<file path="src/rtl/hqd_pkg.sv">
`default_nettype none

package hqd_pkg;

    // Width of one converter reading and of the wrapping counters.
    localparam int SAMPLE_BITS = 12;
    localparam int COUNT_BITS  = 32;

    // Width of every count and time field on the result port.
    localparam int OUT_BITS = 32;

    // Configuration register indexes.
    localparam int CFG_IDX_BITS = 3;
    localparam logic [CFG_IDX_BITS-1:0] CFG_HIGH_A = 3'd0;
    localparam logic [CFG_IDX_BITS-1:0] CFG_LOW_A  = 3'd1;
    localparam logic [CFG_IDX_BITS-1:0] CFG_HIGH_B = 3'd2;
    localparam logic [CFG_IDX_BITS-1:0] CFG_LOW_B  = 3'd3;

    // Reset values of the threshold registers.
    localparam logic [SAMPLE_BITS-1:0] HIGH_RESET = SAMPLE_BITS'(2500);
    localparam logic [SAMPLE_BITS-1:0] LOW_RESET  = SAMPLE_BITS'(1500);

    // Effect of one level-pair transition on the position count.
    typedef enum logic [1:0] {
        QSTEP_ERR = 2'd0,
        QSTEP_INC = 2'd1,
        QSTEP_DEC = 2'd2
    } qstep_t;

    // 4x decode table, indexed by {old levels, new levels}.
    localparam qstep_t QUAD_TABLE [16] = '{
        QSTEP_ERR, QSTEP_INC, QSTEP_DEC, QSTEP_ERR,
        QSTEP_DEC, QSTEP_ERR, QSTEP_ERR, QSTEP_INC,
        QSTEP_INC, QSTEP_ERR, QSTEP_ERR, QSTEP_DEC,
        QSTEP_ERR, QSTEP_DEC, QSTEP_INC, QSTEP_ERR
    };

endpackage

`default_nettype wire

</file>
<file path="src/rtl/hysteresis_quadrature_decoder.sv">
// A sample is decoded in the cycle after its input transfer; its result is
// then loaded into the result register, which drives the result port, as soon
// as that register is empty or its result is being transferred out.
// Throughput: one sample per cycle while the result side keeps up; the input
// register still takes one more sample while a finished result waits.
// Reset (asynchronous, active low) clears levels, counters and the latched
// time, and loads the thresholds and the armed levels with 2500 and 1500.
`default_nettype none

module hysteresis_quadrature_decoder
    import hqd_pkg::*;
(
    input  wire logic                    clk,
    input  wire logic                    rst_n,

    input  wire logic                    cfg_we,
    input  wire logic [CFG_IDX_BITS-1:0] cfg_index,
    input  wire logic [SAMPLE_BITS-1:0]  cfg_data,

    input  wire logic                    in_valid,
    output logic                         in_ready,
    input  wire logic                    channel,
    input  wire logic [SAMPLE_BITS-1:0]  sample,
    input  wire logic [OUT_BITS-1:0]     time_now,

    output logic                         out_valid,
    input  wire logic                    out_ready,
    output logic                         event_res,
    output logic [1:0]                   levels,
    output logic signed [OUT_BITS-1:0]   position,
    output logic [OUT_BITS-1:0]          error_count,
    output logic [OUT_BITS-1:0]          a_events,
    output logic [OUT_BITS-1:0]          b_events,
    output logic [OUT_BITS-1:0]          event_time
);

    // Threshold registers written through the configuration port.
    logic [SAMPLE_BITS-1:0] high_a_reg;
    logic [SAMPLE_BITS-1:0] low_a_reg;
    logic [SAMPLE_BITS-1:0] high_b_reg;
    logic [SAMPLE_BITS-1:0] low_b_reg;

    // Input register: holds one accepted sample until it is decoded.
    logic                   s1_valid_reg;
    logic                   s1_channel_reg;
    logic [SAMPLE_BITS-1:0] s1_sample_reg;
    logic [OUT_BITS-1:0]    s1_time_reg;

    // Decoder state. These registers change only when a result is loaded,
    // so together with event_res_reg they also form the result register.
    logic [SAMPLE_BITS-1:0] arm_high_reg [2];
    logic [SAMPLE_BITS-1:0] arm_low_reg  [2];
    logic [1:0]             levels_reg;
    logic [COUNT_BITS-1:0]  position_reg;
    logic [COUNT_BITS-1:0]  err_count_reg;
    logic [COUNT_BITS-1:0]  a_count_reg;
    logic [COUNT_BITS-1:0]  b_count_reg;
    logic [OUT_BITS-1:0]    event_time_reg;
    logic                   event_res_reg;
    logic                   out_valid_reg;

    logic                   load;
    logic [SAMPLE_BITS-1:0] cur_high;
    logic [SAMPLE_BITS-1:0] cur_low;
    logic                   rise;
    logic                   fall;
    logic                   crossing;
    logic [1:0]             chan_bit;
    logic [1:0]             levels_next;
    qstep_t                 qstep;

    // The decoded sample moves into the result register when that register
    // is empty or its result is being transferred out in this cycle.
    assign load     = s1_valid_reg && (!out_valid_reg || out_ready);
    assign in_ready = !s1_valid_reg || load;

    // Hysteresis comparator for the sample's channel. When both armed levels
    // are exceeded (high threshold set below the low one) the rising
    // crossing wins.
    assign cur_high = arm_high_reg[s1_channel_reg];
    assign cur_low  = arm_low_reg[s1_channel_reg];
    assign rise     = s1_sample_reg > cur_high;
    assign fall     = !rise && (s1_sample_reg < cur_low);
    assign crossing = rise || fall;
    assign chan_bit = s1_channel_reg ? 2'b10 : 2'b01;

    always_comb
    begin
        levels_next = levels_reg;
        if (rise)
        begin
            levels_next = levels_reg | chan_bit;
        end
        else if (fall)
        begin
            levels_next = levels_reg & ~chan_bit;
        end
    end

    // A crossing in the direction the level already has leaves the pair
    // unchanged; the table maps that, like a double change, to an error.
    assign qstep = QUAD_TABLE[{levels_reg, levels_next}];

    always_ff @(posedge clk or negedge rst_n)
    begin
        if (!rst_n)
        begin
            high_a_reg <= HIGH_RESET;
            low_a_reg  <= LOW_RESET;
            high_b_reg <= HIGH_RESET;
            low_b_reg  <= LOW_RESET;
        end
        else if (cfg_we)
        begin
            // A write changes only the level used at the next re-arm.
            unique case (cfg_index)
                CFG_HIGH_A: high_a_reg <= cfg_data;
                CFG_LOW_A:  low_a_reg  <= cfg_data;
                CFG_HIGH_B: high_b_reg <= cfg_data;
                CFG_LOW_B:  low_b_reg  <= cfg_data;
                default:    ;
            endcase
        end
    end

    always_ff @(posedge clk or negedge rst_n)
    begin
        if (!rst_n)
        begin
            s1_valid_reg <= 1'b0;
        end
        else if (in_ready)
        begin
            s1_valid_reg <= in_valid;
        end
    end

    always_ff @(posedge clk)
    begin
        if (in_ready && in_valid)
        begin
            s1_channel_reg <= channel;
            s1_sample_reg  <= sample;
            s1_time_reg    <= time_now;
        end
    end

    always_ff @(posedge clk or negedge rst_n)
    begin
        if (!rst_n)
        begin
            out_valid_reg <= 1'b0;
        end
        else if (load)
        begin
            out_valid_reg <= 1'b1;
        end
        else if (out_ready)
        begin
            out_valid_reg <= 1'b0;
        end
    end

    always_ff @(posedge clk or negedge rst_n)
    begin
        if (!rst_n)
        begin
            arm_high_reg[0] <= HIGH_RESET;
            arm_high_reg[1] <= HIGH_RESET;
            arm_low_reg[0]  <= LOW_RESET;
            arm_low_reg[1]  <= LOW_RESET;
            levels_reg      <= 2'b00;
            position_reg    <= '0;
            err_count_reg   <= '0;
            a_count_reg     <= '0;
            b_count_reg     <= '0;
            event_time_reg  <= '0;
            event_res_reg   <= 1'b0;
        end
        else if (load)
        begin
            event_res_reg <= crossing;
            if (rise)
            begin
                // Disarm high, arm low from the channel's register.
                arm_high_reg[s1_channel_reg] <= '1;
                arm_low_reg[s1_channel_reg]  <= s1_channel_reg ? low_b_reg : low_a_reg;
            end
            else if (fall)
            begin
                arm_low_reg[s1_channel_reg]  <= '0;
                arm_high_reg[s1_channel_reg] <= s1_channel_reg ? high_b_reg : high_a_reg;
            end
            if (crossing)
            begin
                levels_reg     <= levels_next;
                event_time_reg <= s1_time_reg;
                if (s1_channel_reg)
                begin
                    b_count_reg <= b_count_reg + 1'b1;
                end
                else
                begin
                    a_count_reg <= a_count_reg + 1'b1;
                end
                unique case (qstep)
                    QSTEP_INC: position_reg  <= position_reg + 1'b1;
                    QSTEP_DEC: position_reg  <= position_reg - 1'b1;
                    default:   err_count_reg <= err_count_reg + 1'b1;
                endcase
            end
        end
    end

    assign out_valid   = out_valid_reg;
    assign event_res   = event_res_reg;
    assign levels      = levels_reg;
    assign position    = OUT_BITS'(signed'(position_reg));
    assign error_count = OUT_BITS'(err_count_reg);
    assign a_events    = OUT_BITS'(a_count_reg);
    assign b_events    = OUT_BITS'(b_count_reg);
    assign event_time  = event_time_reg;

    // A sample that crosses no level leaves levels and decode counters alone.
    assert property (@(posedge clk) disable iff (!rst_n)
        (load && !crossing) |=> ($stable(levels_reg) && $stable(position_reg)
                                 && $stable(err_count_reg)))
        else $error("state changed on a sample without crossing");

    // Every crossing bumps exactly one of the two channel counters.
    assert property (@(posedge clk) disable iff (!rst_n)
        (load && crossing) |=> (($past(a_count_reg) != a_count_reg)
                                != ($past(b_count_reg) != b_count_reg)))
        else $error("crossing did not bump exactly one channel counter");

    // Every crossing moves the position or counts an error, never both.
    assert property (@(posedge clk) disable iff (!rst_n)
        (load && crossing) |=> (($past(position_reg) != position_reg)
                                != ($past(err_count_reg) != err_count_reg)))
        else $error("crossing did not update exactly one of position and errors");

    // After a rising crossing on channel A, the high level of A is disarmed.
    assert property (@(posedge clk) disable iff (!rst_n)
        (load && rise && !s1_channel_reg) |=> (arm_high_reg[0] == '1))
        else $error("channel A high level still armed after rising crossing");

endmodule

`default_nettype wire

</file>
<file path="config.mk">
export PLATFORM = sky130hd
export DESIGN_NAME = hysteresis_quadrature_decoder
export DESIGN_NICKNAME = d
export VERILOG_FILES = /design/src/rtl/hqd_pkg.sv /design/src/rtl/hysteresis_quadrature_decoder.sv
export SDC_FILE = /design/constraint.sdc
export NUM_CORES = 1
export LEC_CHECK = 0
export ABC_AREA = 1
export BUFFER_PORTS_ARGS = -buffer_cell sky130_fd_sc_hd__buf_2
export CORE_ASPECT_RATIO = 1.1
export CORE_MARGIN = 8
export CORE_UTILIZATION = 30
export CTS_CLUSTER_SIZE = 14
export DETAILED_ROUTE_END_ITERATION = 10
export GPL_TIMING_DRIVEN = 0
export HOLD_SLACK_MARGIN = 0.12
export PLACE_DENSITY = 0.55
export SLEW_MARGIN = 20
export SYNTH_ARGS = -nofsm -noshare
export SYNTH_HDL_FRONTEND = slang
export SYNTH_SLANG_ARGS = --single-unit
export TNS_END_PERCENT = 30
</file>
<file path="constraint.sdc">
create_clock -name clk -period 4.5 [get_ports clk]
set_clock_uncertainty 0.15 [all_clocks]
set_input_delay 0.9 -clock clk [delete_from_list [all_inputs] [get_ports clk]]
set_output_delay 0.9 -clock clk [all_outputs]
set_load 0.01 [all_outputs]
</file>
Word-level counts from Yosys, hierarchy flattened --
Memory sizes are Yosys's and may differ from the RTL's. Cells that the tools add are included.
Word-level totals: bits of input ports 65, memories kept 1, bits in latches 0, register bits after elaboration 306, RAM bits 0, memory bits (read-only) 32, output and inout port bits 165, logic and storage cells 95
Cells by class: shift operators 0, reduce and logical (&&, ||, !) cells 25, mux-type cells 24, div/mod/pow operators 0, bitwise gates (word level) 10, equal/unequal tests 5, magnitude comparators 5, multipliers 0, add/sub/neg operators 5
Memory list:
- (name not given) | depth 16, width 2, read ports 1, clocked after memory_dff 0, wr ports 0, RTL line hysteresis_quadrature_decoder.sv:102 | assign qstep = QUAD_TABLE[{levels_reg, levels_next}];
Operators by type and width (number):
- $add A32 B1 Y32 const B | 4
- $mux W12 | 9
- $mux W24 | 4
- $pmux W32 S2 | 1
- $bwmux W24 | 2
- $sub A32 B1 Y32 const B | 1
- $and A24 B24 Y24 | 1
- $not A24 Y24 | 1
- $or A24 B24 Y24 | 1
- $demux W12 S1 | 1
- $gt A12 B12 Y1 | 1
- $lt A12 B12 Y1 | 1
- $reduce_and A2 Y1 | 6
- $reduce_and A3 Y1 | 4
- $mux W2 | 5
- $eq A3 B2 Y1 const B | 2
- $reduce_bool A2 Y1 | 3
- $ge A5 B5 Y1 const B | 1
- $not A4 Y5 | 1
- $logic_and A1 B1 Y1 | 4
- $eq A3 B1 Y1 const B | 1
- $logic_not A1 Y1 | 3
- $logic_not A3 Y1 | 1
- $logic_or A1 B1 Y1 | 3
- other kinds (11) | 13

Depth between registers and ports, before layout --
depth after elaboration 17, depth in mapped cells 31, mapped depth without buffers 30

Least setup slack after synthesis --
No wires, ideal clock.
path kind register to register, start point register s1_channel_reg, end point register position_reg[25], in the netlist position[25], path buffers 2, cell stages (with the launch flop) 29, required time 4233 ps, clock period less this slack 4644 ps, setup time 117 ps, data arrival time 4377 ps, path slack -144 ps, path through edfxtp_1 -> clkbuf_1 -> clkbuf_1 -> nand2_1 -> o21ai_0 -> ha_1 -> nand2_1 -> inv_1 -> o21ai_0 -> nand2_1 -> nor2_1 -> nand3_1 -> nand2_1 -> nand2_1 -> nand2_1 -> nand2_1 -> nor2_1 -> ha_1 -> ha_1 -> nand2_1 -> nand3_1 -> a21oi_1 -> inv_1 -> nand2_1 -> nand3_1 -> nand2_1 -> nand3b_1 -> nand3_1 -> nand2_1
Between the ends: word-level cells in the longest chain between the ends 16, elaborated cells between the ends (all ways) 27, classes of those cells order compare (2); eq/ne (2); mux (12); bitwise (5); reduce/logical (5); memory (1)
RTL lines:
- start, declared | RTL line hysteresis_quadrature_decoder.sv:45 | logic s1_channel_reg;
- start signal, assigned | RTL line hysteresis_quadrature_decoder.sv:142 | s1_channel_reg <= channel;
- $not A1 Y2 (implied by the code) | RTL line hysteresis_quadrature_decoder.sv:80, hysteresis_quadrature_decoder.sv:81
- $mux W12 (implied by the code) (3 in a row) | RTL line hysteresis_quadrature_decoder.sv:80 | assign cur_high = arm_high_reg[s1_channel_reg];
- $gt A12 B12 Y1 | RTL line hysteresis_quadrature_decoder.sv:82 | assign rise = s1_sample_reg > cur_high;
- $logic_not A1 Y1 | RTL line hysteresis_quadrature_decoder.sv:83 | assign fall = !rise && (s1_sample_reg < cur_low);
- $logic_and A1 B1 Y1 | RTL line hysteresis_quadrature_decoder.sv:83
- $mux W2 | RTL line hysteresis_quadrature_decoder.sv:94 | else if (fall)
- $mux W2 | RTL line hysteresis_quadrature_decoder.sv:90 | if (rise)
- $not A4 Y5 (implied by the code) | RTL line hysteresis_quadrature_decoder.sv:102
- $mem_v2 Z16 W2
- $mux W2 (implied by the code) (2 in a row) | RTL line hysteresis_quadrature_decoder.sv:102
- $eq A2 B2 Y1 or $eq A2 B1 Y1 (tied branches) | RTL line hysteresis_quadrature_decoder.sv:206 | unique case (qstep)
- $reduce_bool A2 Y1 (no line)
- $reduce_and A3 Y1 (no line)
- end signal, assigned | RTL line hysteresis_quadrature_decoder.sv:207 | QSTEP_INC: position_reg <= position_reg + 1'b1;
- end signal, assigned | RTL line hysteresis_quadrature_decoder.sv:208 | QSTEP_DEC: position_reg <= position_reg - 1'b1;
- end, declared | RTL line hysteresis_quadrature_decoder.sv:54 | logic [COUNT_BITS-1:0] position_reg;
Parallel ways exist; a longest one is shown, timed or not. The select of a mux whose other input is x is not followed. A chain may end at the register's enable or synchronous reset.

Final worst setup path --
start point register s1_channel_reg, end point register position_reg[12], in the netlist position[12]
Same word-level chain as after synthesis.

==> run summary <==
In this run the tool buffered the top-level ports with 229 buffer cells. The synthesized netlist contains 34 unique library cells. The run gives 0 as the reported max-cap violation count.

The run gives 0.5277 as the relative max-transition margin. The layout cell share with drive strength beyond 1 was 0.2297; the count of flip-flops with a built-in enable after synthesis was 45. Layout-stage area growth over the synthesis result: 26.59%. Worst-case clock buffer depth: 3. In the final design database the tool counted 2506 nets. The logs give 62690 um^2 for the die area and 20860 um^2 for the final design area excluding fillers. The leakage power total was 9.958 nW. The path class of the tightest hold or removal check is in -> async.

Counting every instance in the synthesized netlist gives 2085. The initial cell density of the core came out at 0.3017. The detailed router placed 14.96k vias in this run.

The width of the die was 239.5 um. The congestion estimate from routability-driven global placement came to 0.9209. Share of synthesized area occupied by flip-flops and latches: 0.4820. Setup repair after global routing could not meet its margin everywhere. The initialized floorplan defines 90 standard-cell rows. In this run the count of I/O pins placed on the die edge is 230.

The worst setup path is captured at a register. The cell sitting at the root of the clock tree is a sky130_fd_sc_hd__clkbuf_16. The clock buffer count from CTS was 37; the iteration count of the initial detailed-routing pass was 5. Entering global routing, the biggest net connects 99 pins. Flip-flop cell with the highest count after synthesis: sky130_fd_sc_hd__dfrtp_1. When the netlist entered floorplanning its net count stood at 2208. Power per unit of standard cell area: 679.9 nW/um^2. Count of unresolved DRC violations after routing: 0. Clock tree synthesis found a total of 306 sinks. The time the final worst path needs with I/O delays and setup came out at 4.449 ns.

The maximum fanout encountered on the critical timing path was 10. The run finished with clean final reports. For the total global routing track utilization, the log shows 0.1642.

The placed wire-length estimate was 39.40 mm; the slew of the pin with the lowest slew margin was 0.7084 ns. OpenSTA, run right after detailed placement, puts the worst setup slack at -1.423 ns. Detailed routing placed a total of 24.81 mm of wire on met2. The logs give 2 for the total number of H-tree levels and 53.11 mm for the total wirelength of the detailed-routed design. The logs give 0 for the number of failing hold endpoints at the final stage and 4.76 ns for the data required time of the worst path. After clock tree synthesis, the clock-pin slew on the worst setup and hold paths is 0.06 ns. After layout, the design draws a total of 14.18 mW. The synthesized design contains 306 register bits. Setup slack on the critical path of the routed design comes to 0.05063 ns. The via count of the first global-routing pass is 14.63k, and the met1 routed wirelength after detailed routing is 23.54 mm. The number of cells on the worst reg-to-reg path was 27. The synthesized area per cell is 7.903 um^2, and the highest ir drop seen on vdd is 363.9 uV.

The average wire per standard cell is 16.87 um, and the count of hold buffers inserted by post-cts repair is 0. The tools report the detailed-routed wire length on met3 as 3.148 mm. The total of warnings raised by yosys is 0, and the antenna diode instance count is 0. In this run the remaining antenna-violating nets after routing total 0.

The period utilization works out to 0.9887. Critical path class: reg -> reg. The run gives 18670 um^2 as the placed standard-cell area. TritonCTS built the clock tree. The final worst hold slack is 0.1608 ns. Based on the critical path, the design can be clocked at up to 224.8 MHz. The region available for standard cell placement spans 54610 um^2.

The logs give 0 for the global-route congestion overflow total and 16480 um^2 for the post-synthesis cell area. The worst path arrival time was 4.71 ns; the share of flip-flops with an asynchronous set or reset was 0.8529. After the first detailed-routing iteration, the DRC count stood at 803. The initial antenna violation count is 1, and the latest clock arrival within the worst-skew pair is 0.57 ns. Setup violations remaining at the end of the flow were counted as 0. Height of the die: 261.8 um. For the final max-slew violation count, the log shows 0. The tools report the kind of start point of the critical path as a register. After detailed routing, the number of vias per cell comes to 4.751.

The first global-routing pass estimated 81.90 mm of wire. Routed signal wires occupy layers up through met5.
[cells in the final DEF (no fill, tap or decap), drive strengths merged, types with 45 or more instances in the layout]
| master | synthesis | routed |
|---|---|---|
| dfstp | 48 | 48 |
| a21oi | 53 | 53 |
| xor2 | 85 | 85 |
| buf | 34 | 296 |
| nand3 | 91 | 91 |
| edfxtp | 45 | 45 |
| o21ai | 219 | 219 |
| nor3 | 57 | 57 |
| inv | 200 | 202 |
| nand2 | 742 | 742 |
| dfrtp | 213 | 213 |
| clkbuf | 27 | 76 |
| nor2 | 128 | 128 |
| ha | 57 | 57 |
[critical path, cell delays in order, from the launching register on]
cell,delay [ns]
sky130_fd_sc_hd__edfxtp_1,0.51
sky130_fd_sc_hd__buf_8,0.18
sky130_fd_sc_hd__clkbuf_4,0.21
sky130_fd_sc_hd__o21ai_0,0.12
sky130_fd_sc_hd__ha_1,0.31
sky130_fd_sc_hd__nand4_1,0.14
sky130_fd_sc_hd__nor3_1,0.20
sky130_fd_sc_hd__nand2_1,0.09
sky130_fd_sc_hd__nand3_2,0.12
sky130_fd_sc_hd__nand3_2,0.10
sky130_fd_sc_hd__nand2_1,0.10
sky130_fd_sc_hd__nand2_1,0.06
sky130_fd_sc_hd__nand2_2,0.10
sky130_fd_sc_hd__nand2_2,0.08
sky130_fd_sc_hd__ha_4,0.20
sky130_fd_sc_hd__buf_4,0.16
sky130_fd_sc_hd__buf_4,0.13
sky130_fd_sc_hd__fa_2,0.36
sky130_fd_sc_hd__nand2_2,0.08
sky130_fd_sc_hd__nand3_2,0.07
sky130_fd_sc_hd__nand3_2,0.09
sky130_fd_sc_hd__nand2_4,0.08
sky130_fd_sc_hd__nand2_2,0.07
sky130_fd_sc_hd__nand2_2,0.09
sky130_fd_sc_hd__nand2_2,0.08
sky130_fd_sc_hd__nand2_2,0.08
sky130_fd_sc_hd__xnor2_1,0.17
sky130_fd_sc_hd__o21ai_0,0.13
[cell type report]
cell class / count / area [um^2]
multi-input combinational: 1518 / 8189
fill: 5578 / 33760
tap: 736 / 920.9
timing repair buffer: 260 / 1536
sequential: 306 / 7943
clock inverter: 16 / 141.4
clock buffer: 52 / 1052
buffer: 60 / 324.1
inverter: 200 / 750.7
[kinds of logic (layout without fill, tap and decap cells)]
kind of cell | Yosys count | in the layout | synth area share
AOI/OAI and AO/OA | 283 | 283 | 0.08824
xor gates and xnor gates | 104 | 104 | 0.05528
adders and majority gates | 58 | 58 | 0.04450
buffers and inverters | 261 | 588 | 0.06272
DFF | 306 | 306 | 0.4820
and+or+nand+nor | 1073 | 1073 | 0.2672
[Yosys cell counts (27+ instances only)]
master | number | area [um^2]
sky130_fd_sc_hd__nand2_1 | 737 | 2766
sky130_fd_sc_hd__o21ai_0 | 215 | 1076
sky130_fd_sc_hd__dfrtp_1 | 213 | 5330
sky130_fd_sc_hd__inv_1 | 197 | 739.5
sky130_fd_sc_hd__nor2_1 | 125 | 469.2
sky130_fd_sc_hd__nand3_1 | 91 | 455.4
sky130_fd_sc_hd__xor2_1 | 85 | 744.5
sky130_fd_sc_hd__ha_1 | 57 | 713.2
sky130_fd_sc_hd__nor3_1 | 57 | 285.3
sky130_fd_sc_hd__a21oi_1 | 52 | 260.3
sky130_fd_sc_hd__dfstp_2 | 48 | 1261
sky130_fd_sc_hd__edfxtp_1 | 45 | 1351
sky130_fd_sc_hd__buf_2 | 28 | 140.1
sky130_fd_sc_hd__clkbuf_1 | 27 | 101.4
[power breakdown]
group          switching (mW)  leakage (nW)  total, mW  internal (mW)
logic                    4.15          5.68       6.84           2.68
clock network            1.26         0.582       2.96           1.71
registers               0.678          3.70       4.38           3.70
total                    6.09          9.96       14.2           8.09
[stage by stage]
stage               utilization  setup TNS, ns  instances
detailed placement       0.3418         -32.34       3054
global route             0.3819        -0.9941       3148
floorplan                     -              0       2085
finish                   0.3819              0       3148
global placement         0.3396        -633.49       3050
CTS                      0.3703       -0.01059       3131
[what timing repair did]
action                     in CTS  in global routing
setup endpoints to repair      43                 25
resized for setup              77                131
pin swaps                       9                 43
cloned                          0                  2
buffers inserted               10                 15
[per-layer routing]
metal	track usage	vias to the layer above
met2	0.2719	395
li1	-	7334
met1	0.2114	7127
met5	0	-
met3	0.03544	99
met4	0.05461	2
[path summary, 6_finish.rpt]
check,from,slack (ns),to
worst min-delay path,rst_n,0.16,error_count[19]$_DFFE_PN0P_
max in group asynchronous,rst_n,2.67,low_a_reg[10]$_DFFE_PN1P_
worst max-delay path,s1_channel_reg$_DFFE_PP_,0.05,position[12]$_DFFE_PN0P_
worst min register to register,s1_time_reg[31]$_DFFE_PP_,0.28,event_time[31]$_DFFE_PN0P_
min in group clk,s1_time_reg[31]$_DFFE_PP_,0.28,event_time[31]$_DFFE_PN0P_
worst max register to register,s1_channel_reg$_DFFE_PP_,0.05,position[12]$_DFFE_PN0P_
No activity file was read; power rests on OpenSTA's default activity.
